`src/rtl/core/assert_macros.svh`:
```
// Assertion macros shared by the RTL. They expect clk and arst_n in scope.
`ifndef ASSERT_MACROS_SVH
`define ASSERT_MACROS_SVH

// The expression must hold at every clock edge outside reset.
`define ASSERT_ALWAYS(lbl, expr) \
	lbl: assert property (@(posedge clk) disable iff (!arst_n) (expr)) \
		else $error("invariant violated");

// The consequent must hold in the same cycle as the antecedent.
`define ASSERT_SAME(lbl, ante, cons) \
	lbl: assert property (@(posedge clk) disable iff (!arst_n) (ante) |-> (cons)) \
		else $error("same-cycle implication violated");

// The consequent must hold in the cycle after the antecedent.
`define ASSERT_NEXT(lbl, ante, cons) \
	lbl: assert property (@(posedge clk) disable iff (!arst_n) (ante) |=> (cons)) \
		else $error("next-cycle implication violated");

`endif

```
`src/rtl/core/alst_pkg.sv`:
```
`default_nettype none

package alst_pkg;

	localparam int CAPACITY    = 16;
	localparam int ENTRY_WIDTH = 32;

	localparam int CMD_W   = 3;
	localparam int POS_W   = 5;
	localparam int DATA_W  = 32;
	localparam int STAT_W  = 2;
	localparam int COUNT_W = $clog2(CAPACITY + 1);
	localparam int IDX_W   = $clog2(CAPACITY);

	typedef enum logic [CMD_W-1:0] {
		CMD_INSERT  = 3'd0,
		CMD_REMOVE  = 3'd1,
		CMD_REPLACE = 3'd2,
		CMD_READ    = 3'd3,
		CMD_CLEAR   = 3'd4
	} cmd_t;

	typedef enum logic [STAT_W-1:0] {
		ST_OK    = 2'd0,
		ST_RANGE = 2'd1,
		ST_FULL  = 2'd2
	} stat_t;

	// Commands from the controller to the datapath.
	typedef struct packed {
		logic load;
		logic exec;
	} ctl_t;

endpackage

`default_nettype wire

```
`src/rtl/core/array_list_engine.sv`:
```
// Channel    Handshake              Ports
// ---------  ---------------------  ----------------------------------------------
// command    start high, busy low   command, position, entry_data
// result     done, one-cycle pulse  read_data, status, entry_count, full_flag,
//                                   empty_flag
//
// A command is captured on the accepting edge and executed in the next cycle,
// where the whole register row shifts at once; the result is shown in the
// cycle after that. busy is high for one cycle per transaction, and no new
// command is taken while it is high, in the execute state.
// Reset clears the count and the controller; list entries are not cleared.
// The receiver cannot stall: each result is valid for exactly one cycle.
`default_nettype none

`include "assert_macros.svh"

module array_list_engine
	import alst_pkg::*;
#(
	parameter int ENTRY_W = ENTRY_WIDTH
) (
	input  wire                clk,
	input  wire                arst_n,
	input  wire                start,
	output logic               busy,
	input  wire  [CMD_W-1:0]   command,
	input  wire  [POS_W-1:0]   position,
	input  wire  [DATA_W-1:0]  entry_data,
	output logic               done,
	output logic [DATA_W-1:0]  read_data,
	output logic [STAT_W-1:0]  status,
	output logic [COUNT_W-1:0] entry_count,
	output logic               full_flag,
	output logic               empty_flag
);

	ctl_t ctl;

	alst_ctrl u_ctrl (
		.clk    (clk),
		.arst_n (arst_n),
		.start  (start),
		.busy   (busy),
		.done   (done),
		.ctl    (ctl)
	);

	alst_dp #(
		.ENTRY_W (ENTRY_W)
	) u_dp (
		.clk         (clk),
		.arst_n      (arst_n),
		.ctl         (ctl),
		.command     (command),
		.position    (position),
		.entry_data  (entry_data),
		.read_data   (read_data),
		.status      (status),
		.entry_count (entry_count),
		.full_flag   (full_flag),
		.empty_flag  (empty_flag)
	);

	`ASSERT_NEXT(a_accept_busy, start && !busy, busy && !done)
	`ASSERT_NEXT(a_exec_done, busy, done && !busy)
	`ASSERT_SAME(a_full_status, done && (status == ST_FULL), full_flag)
	`ASSERT_SAME(a_fail_no_data, done && (status != ST_OK), read_data == '0)
	`ASSERT_ALWAYS(a_flags_excl, !(full_flag && empty_flag))

endmodule

`default_nettype wire

```
`src/rtl/core/alst_ctrl.sv`:
```
`default_nettype none

module alst_ctrl
	import alst_pkg::*;
(
	input  wire  clk,
	input  wire  arst_n,
	input  wire  start,
	output logic busy,
	output logic done,
	output ctl_t ctl
);

	typedef enum logic [1:0] {
		S_IDLE = 2'b01,
		S_EXEC = 2'b10
	} state_t;

	state_t state_q;
	state_t state_d;
	logic   done_q;

	always_comb begin
		state_d  = state_q;
		ctl.load = 1'b0;
		ctl.exec = 1'b0;
		unique case (state_q)
			S_IDLE: begin
				if (start) begin
					ctl.load = 1'b1;
					state_d  = S_EXEC;
				end
			end
			S_EXEC: begin
				ctl.exec = 1'b1;
				state_d  = S_IDLE;
			end
			default: begin
				state_d = S_IDLE;
			end
		endcase
	end

	always_ff @(posedge clk or negedge arst_n) begin
		if (!arst_n) begin
			state_q <= S_IDLE;
			done_q  <= 1'b0;
		end else begin
			state_q <= state_d;
			done_q  <= ctl.exec;
		end
	end

	assign busy = (state_q != S_IDLE);
	assign done = done_q;

endmodule

`default_nettype wire

```
`src/rtl/core/alst_dp.sv`:
```
`default_nettype none

module alst_dp
	import alst_pkg::*;
#(
	parameter int ENTRY_W = ENTRY_WIDTH
) (
	input  wire                clk,
	input  wire                arst_n,
	input  ctl_t               ctl,
	input  wire  [CMD_W-1:0]   command,
	input  wire  [POS_W-1:0]   position,
	input  wire  [DATA_W-1:0]  entry_data,
	output logic [DATA_W-1:0]  read_data,
	output logic [STAT_W-1:0]  status,
	output logic [COUNT_W-1:0] entry_count,
	output logic               full_flag,
	output logic               empty_flag
);

	localparam int CMP_W = (POS_W > COUNT_W) ? POS_W : COUNT_W;

	logic [CMD_W-1:0]   cmd_q;
	logic [POS_W-1:0]   pos_q;
	logic [ENTRY_W-1:0] data_q;
	logic [COUNT_W-1:0] count_q;
	logic [ENTRY_W-1:0] entries_q [CAPACITY];
	logic [DATA_W-1:0]  read_data_q;
	stat_t              status_q;

	logic [IDX_W-1:0]   idx;
	logic [CMP_W-1:0]   pos_c;
	logic [CMP_W-1:0]   cnt_c;
	logic [63:0]        rd_wide;
	logic [63:0]        in_wide;
	logic [COUNT_W-1:0] count_d;
	logic [DATA_W-1:0]  rd_d;
	stat_t              st_d;
	logic               ins_en;
	logic               rem_en;
	logic               rep_en;

	assign idx     = pos_q[IDX_W-1:0];
	assign pos_c   = CMP_W'(pos_q);
	assign cnt_c   = CMP_W'(count_q);
	assign rd_wide = 64'(entries_q[idx]);
	assign in_wide = 64'(entry_data);

	always_ff @(posedge clk) begin
		if (ctl.load) begin
			cmd_q  <= command;
			pos_q  <= position;
			data_q <= in_wide[ENTRY_W-1:0];
		end
	end

	always_comb begin
		count_d = count_q;
		rd_d    = '0;
		st_d    = ST_OK;
		ins_en  = 1'b0;
		rem_en  = 1'b0;
		rep_en  = 1'b0;
		unique case (cmd_q)
			CMD_INSERT: begin
				// The range test takes precedence over the full test.
				if (pos_c > cnt_c) begin
					st_d = ST_RANGE;
				end else if (count_q == COUNT_W'(CAPACITY)) begin
					st_d = ST_FULL;
				end else begin
					ins_en  = 1'b1;
					count_d = count_q + COUNT_W'(1);
				end
			end
			CMD_REMOVE: begin
				if (pos_c >= cnt_c) begin
					st_d = ST_RANGE;
				end else begin
					rem_en  = 1'b1;
					rd_d    = rd_wide[DATA_W-1:0];
					count_d = count_q - COUNT_W'(1);
				end
			end
			CMD_REPLACE: begin
				if (pos_c >= cnt_c) begin
					st_d = ST_RANGE;
				end else begin
					rep_en = 1'b1;
				end
			end
			CMD_READ: begin
				if (pos_c >= cnt_c) begin
					st_d = ST_RANGE;
				end else begin
					rd_d = rd_wide[DATA_W-1:0];
				end
			end
			CMD_CLEAR: begin
				count_d = '0;
			end
			default: begin
			end
		endcase
	end

	// Each entry loads new data, its lower neighbor (insert) or its upper
	// neighbor (remove). Entries beyond the count may take garbage; they are
	// never read before being written again.
	for (genvar gi = 0; gi < CAPACITY; gi++) begin : g_row
		logic [ENTRY_W-1:0] up_w;
		logic [ENTRY_W-1:0] dn_w;

		if (gi > 0) begin : g_up
			assign up_w = entries_q[gi-1];
		end else begin : g_up0
			assign up_w = data_q;
		end

		if (gi < CAPACITY - 1) begin : g_dn
			assign dn_w = entries_q[gi+1];
		end else begin : g_dnl
			assign dn_w = entries_q[gi];
		end

		always_ff @(posedge clk) begin
			if (ctl.exec) begin
				priority if ((ins_en || rep_en) && (idx == IDX_W'(gi))) begin
					entries_q[gi] <= data_q;
				end else if (ins_en && (idx < IDX_W'(gi))) begin
					entries_q[gi] <= up_w;
				end else if (rem_en && (idx <= IDX_W'(gi))) begin
					entries_q[gi] <= dn_w;
				end
			end
		end
	end

	always_ff @(posedge clk or negedge arst_n) begin
		if (!arst_n) begin
			count_q <= '0;
		end else if (ctl.exec) begin
			count_q <= count_d;
		end
	end

	always_ff @(posedge clk) begin
		if (ctl.exec) begin
			read_data_q <= rd_d;
			status_q    <= st_d;
		end
	end

	assign read_data   = read_data_q;
	assign status      = status_q;
	assign entry_count = count_q;
	assign full_flag   = (count_q == COUNT_W'(CAPACITY));
	assign empty_flag  = (count_q == '0);

endmodule

`default_nettype wire

```
`config.mk`:
```
export PLATFORM = sky130hd
export DESIGN_NAME = array_list_engine
export DESIGN_NICKNAME = d
export VERILOG_FILES = /design/src/rtl/core/alst_pkg.sv /design/src/rtl/core/array_list_engine.sv /design/src/rtl/core/alst_ctrl.sv /design/src/rtl/core/alst_dp.sv
export VERILOG_INCLUDE_DIRS = /design/src /design/src/rtl/core
export SDC_FILE = /design/constraint.sdc
export NUM_CORES = 1
export LEC_CHECK = 0
export BUFFER_PORTS_ARGS = -buffer_cell sky130_fd_sc_hd__buf_2
export CORE_AREA = 2 2 249 251
export CTS_BUF_LIST = sky130_fd_sc_hd__clkbuf_8
export DETAILED_ROUTE_END_ITERATION = 12
export DIE_AREA = 0 0 251 253
export GPL_ROUTABILITY_DRIVEN = 1
export PLACE_DENSITY = 0.71
export SLEW_MARGIN = 25
export SYNTH_ARGS = -nofsm -noshare
export SYNTH_HDL_FRONTEND = slang
export SYNTH_SLANG_ARGS = --single-unit
```
`constraint.sdc`:
```
create_clock -name clk -period 13.9 [get_ports clk]
set_input_delay 2.085 -clock clk [delete_from_list [all_inputs] [get_ports clk]]
set_output_delay 2.085 -clock clk [all_outputs]
set_load 0.02 [all_outputs]
```
==> run metrics <==
slowest cell on the critical path nand3_2; clock skew 0.04417 ns; Synth top cells by count 632 x nand2_1, 586 x edfxtp_1, 370 x nor2_1; number of synthesized flops with an enable pin 586; CP max FO 135; vias in the first global route 25,700; vias 25,850; Seq cells post-synth 594; iteration-0 DRC count of the detailed router 3,233; r2r startpoint u_dp.pos_c[1]; post-synthesis instance total 2,888; Crit. End Element flip-flop; share of the synthesized area in the top cell type 53.07%; FILL cells 4,910; Syn Std Cell Area 0.03316 mm^2; clock tree root driver cell clkbuf_8; CP cell instances buf_12 > ha_1 > nor2b_1 > o21ai_4 > a31o_2 > nand3_2 > and2_1 > o21ai_4 > buf_4; MaxCap Viol Count 0; f_max 0.1967 GHz; r2r setup slk 8.82 ns; Setup TNS 0 ns; Yosys warning total 0; die area 0.06350 mm^2; Vias/cell 6.870; VDD IR max 0.00006435 V; fin crit share 36.57%; CTS tree built; pin count of the biggest net entering global routing 136; CTS resizes 0; clk buf depth 3; final setup fails 0; initial antenna violation count 5; gr ovfl total 0; Crit path largest cell delay 0.81 ns; area of the core 0.06103 mm^2; Final ANT Viol Nets 0; Hold Crit Class flip-flop to flip-flop; Top FF cell, synth edfxtp_1; DR DRC count 0; first-pass GRT wire length 157.5 mm; GRT Util Overall 33.18%; synth unique cells 63; IO Count 86; CTS buffer count 99; async set or reset register ratio after synthesis 1.347%; Area Overhead vs Synth 8.343%; WS Path Type flip-flop to flip-flop; port bufs 85; htree depth 3; CP required 14.28 ns; fin util 58.87%; Critical path origin u_dp.pos_c[1]; GPL Wtd Cong 0.9044; clock sinks 594; status finished, final reports clean; Syn Nets 2,940; Worst Setup Start Kind flip-flop; hold buffer count at CTS 0; routed length per instance 28.00 um; share of layout cells above drive strength 1 20.82%; syn avg cell area 11.48 um^2; post-synth top area cell edfxtp_1; Die Span Y 253 um; clock latency on the worst-skew pair 0.75 ns; Pins Over Slew Limit 0; min-delay src u_dp.entries_q[3][17]; Area contributors post-synth edfxtp_1 53%, mux4_2 11%, nand2_1 7.2%; row count 91; total chip power 3.848 mW; most used cell, CP o21ai_4; Hold Fails Final Rpt 0; CTS clk-pin slew, worst paths 0.06 ns; post-CTS setup buffers 0; Final Net Count 2,940; dpl hpwl 61.03 mm; post-synthesis sequential area ratio 53.68%; static leakage power 13.01 nW; RSZ-0062 raised after global routing no; TritonRoute pass-1 iters 8; Tmin final 5.083 ns; Routed Wire Length 105.3 mm; die width 251 um; initial core utilization 54.33%; Power Dens Cells 107.1 mW/mm^2; CP Data Arrival Time 5.46 ns; slew margin rel. 21.64%; Worst-Margin Slew 1.175 ns; top-count cell post-synth nand2_1
[routing by layer]
| metal | vias to the layer above | GRT usage (%) | wire (um) |
|---|---|---|---|
| li1 | 10750 | - | - |
| met1 | 12630 | 40.97 | 37370 |
| met2 | 2028 | 53.93 | 50080 |
| met3 | 448 | 8.522 | 12310 |
| met4 | 0 | 17.76 | 5590 |
| met5 | - | 0 | 0 |
[path summary, 6_finish.rpt]
check                      depth (start not counted)               endpoint
setup / recovery                                   9  u_dp.entries_q[8][13]
hold / removal                                     2  u_dp.entries_q[2][17]
setup reg to reg                                   9  u_dp.entries_q[8][13]
hold reg to reg                                    2  u_dp.entries_q[2][17]
max in group asynchronous                          1      u_ctrl.state_q[0]
min in group asynchronous                          1    u_dp.entry_count[1]
[registers in the layout (all words and copies together), names as in the netlist]
| signal | flops |
|---|---|
| u_dp.status | 2 |
| u_dp.read_data | 32 |
| u_dp.data_q | 32 |
| u_dp.cmd_q | 3 |
| u_ctrl.done | 1 |
| u_ctrl.state_q | 2 |
| u_dp.pos_c | 5 |
| u_dp.entries_q | 512 |
| u_dp.entry_count | 5 |
[through the flow]
step	std cells	hold WS (ns)	worst slack (ns)	area, um^2
final	3763	0.5994	8.817	35930
after global routing	3761	0.6263	8.834	35920
after CTS	3756	0.5995	9.029	35850
after detailed placement	3574	0.5808	9.054	34100
after global placement	3572	0.5463	9.134	34070
after floorplan	2888	0.5397	7.477	33160
[worst max-delay path: cells and delay by family, from the launching register on]
family                   cells  cell delay (ns)
AND/OR/NAND/NOR              3             1.70
buffers and inverters        2             1.05
AO/OA/AOI/OAI                3             0.86
adder cells (fa/ha/maj)      1             0.44
flip-flops                   1             0.38
[area by class of cell]
class | instances | area [um^2] | share of cell area (%)
clock buffers | 100 | 1376 | 3.831
multi-input cells | 2023 | 14320 | 39.85
repair buffers | 155 | 1006 | 2.800
inverters | 15 | 56.30 | 0.1567
well taps | 790 | 988.4 | 2.751
diodes | 4 | 10.01 | 0.02786
clock inverters | 82 | 375.4 | 1.045
flip-flops and latches | 594 | 17800 | 49.54
[where the power goes]
part | internal [mW] | switching (mW) | total (mW)
clock network | 0.688 | 0.747 | 1.44
registers | 2.00 | 0.0484 | 2.05
logic | 0.167 | 0.196 | 0.363
total | 2.86 | 0.991 | 3.85
[cells by family after synthesis]
| kind of cell | Yosys count | share of synthesized area (%) |
|---|---|---|
| XOR/XNOR | 4 | 0.1056 |
| multiplexers | 416 | 19.41 |
| AO/OA/AOI/OAI | 468 | 8.433 |
| flip-flops | 594 | 53.68 |
| adder cells (fa/ha/maj) | 9 | 0.3623 |
| buffers and inverters | 271 | 3.917 |
| AND/OR/NAND/NOR | 1126 | 14.10 |
[cell usage in the layout (no fill, tap or decap), drive strengths merged, types with 7 or more instances in the layout]
cell    instances
ha              8
mux4          160
dfrtp           7
buf           155
clkbuf        100
a21oi          74
a31oi         294
nor4            9
mux2i         128
nor2b          33
nor2          371
o21ai          82
nand4          11
nand2         633
edfxtp        586
mux2          128
inv            49
nand3          43
clkinv         43
No activity file was read; power rests on OpenSTA's default activity.
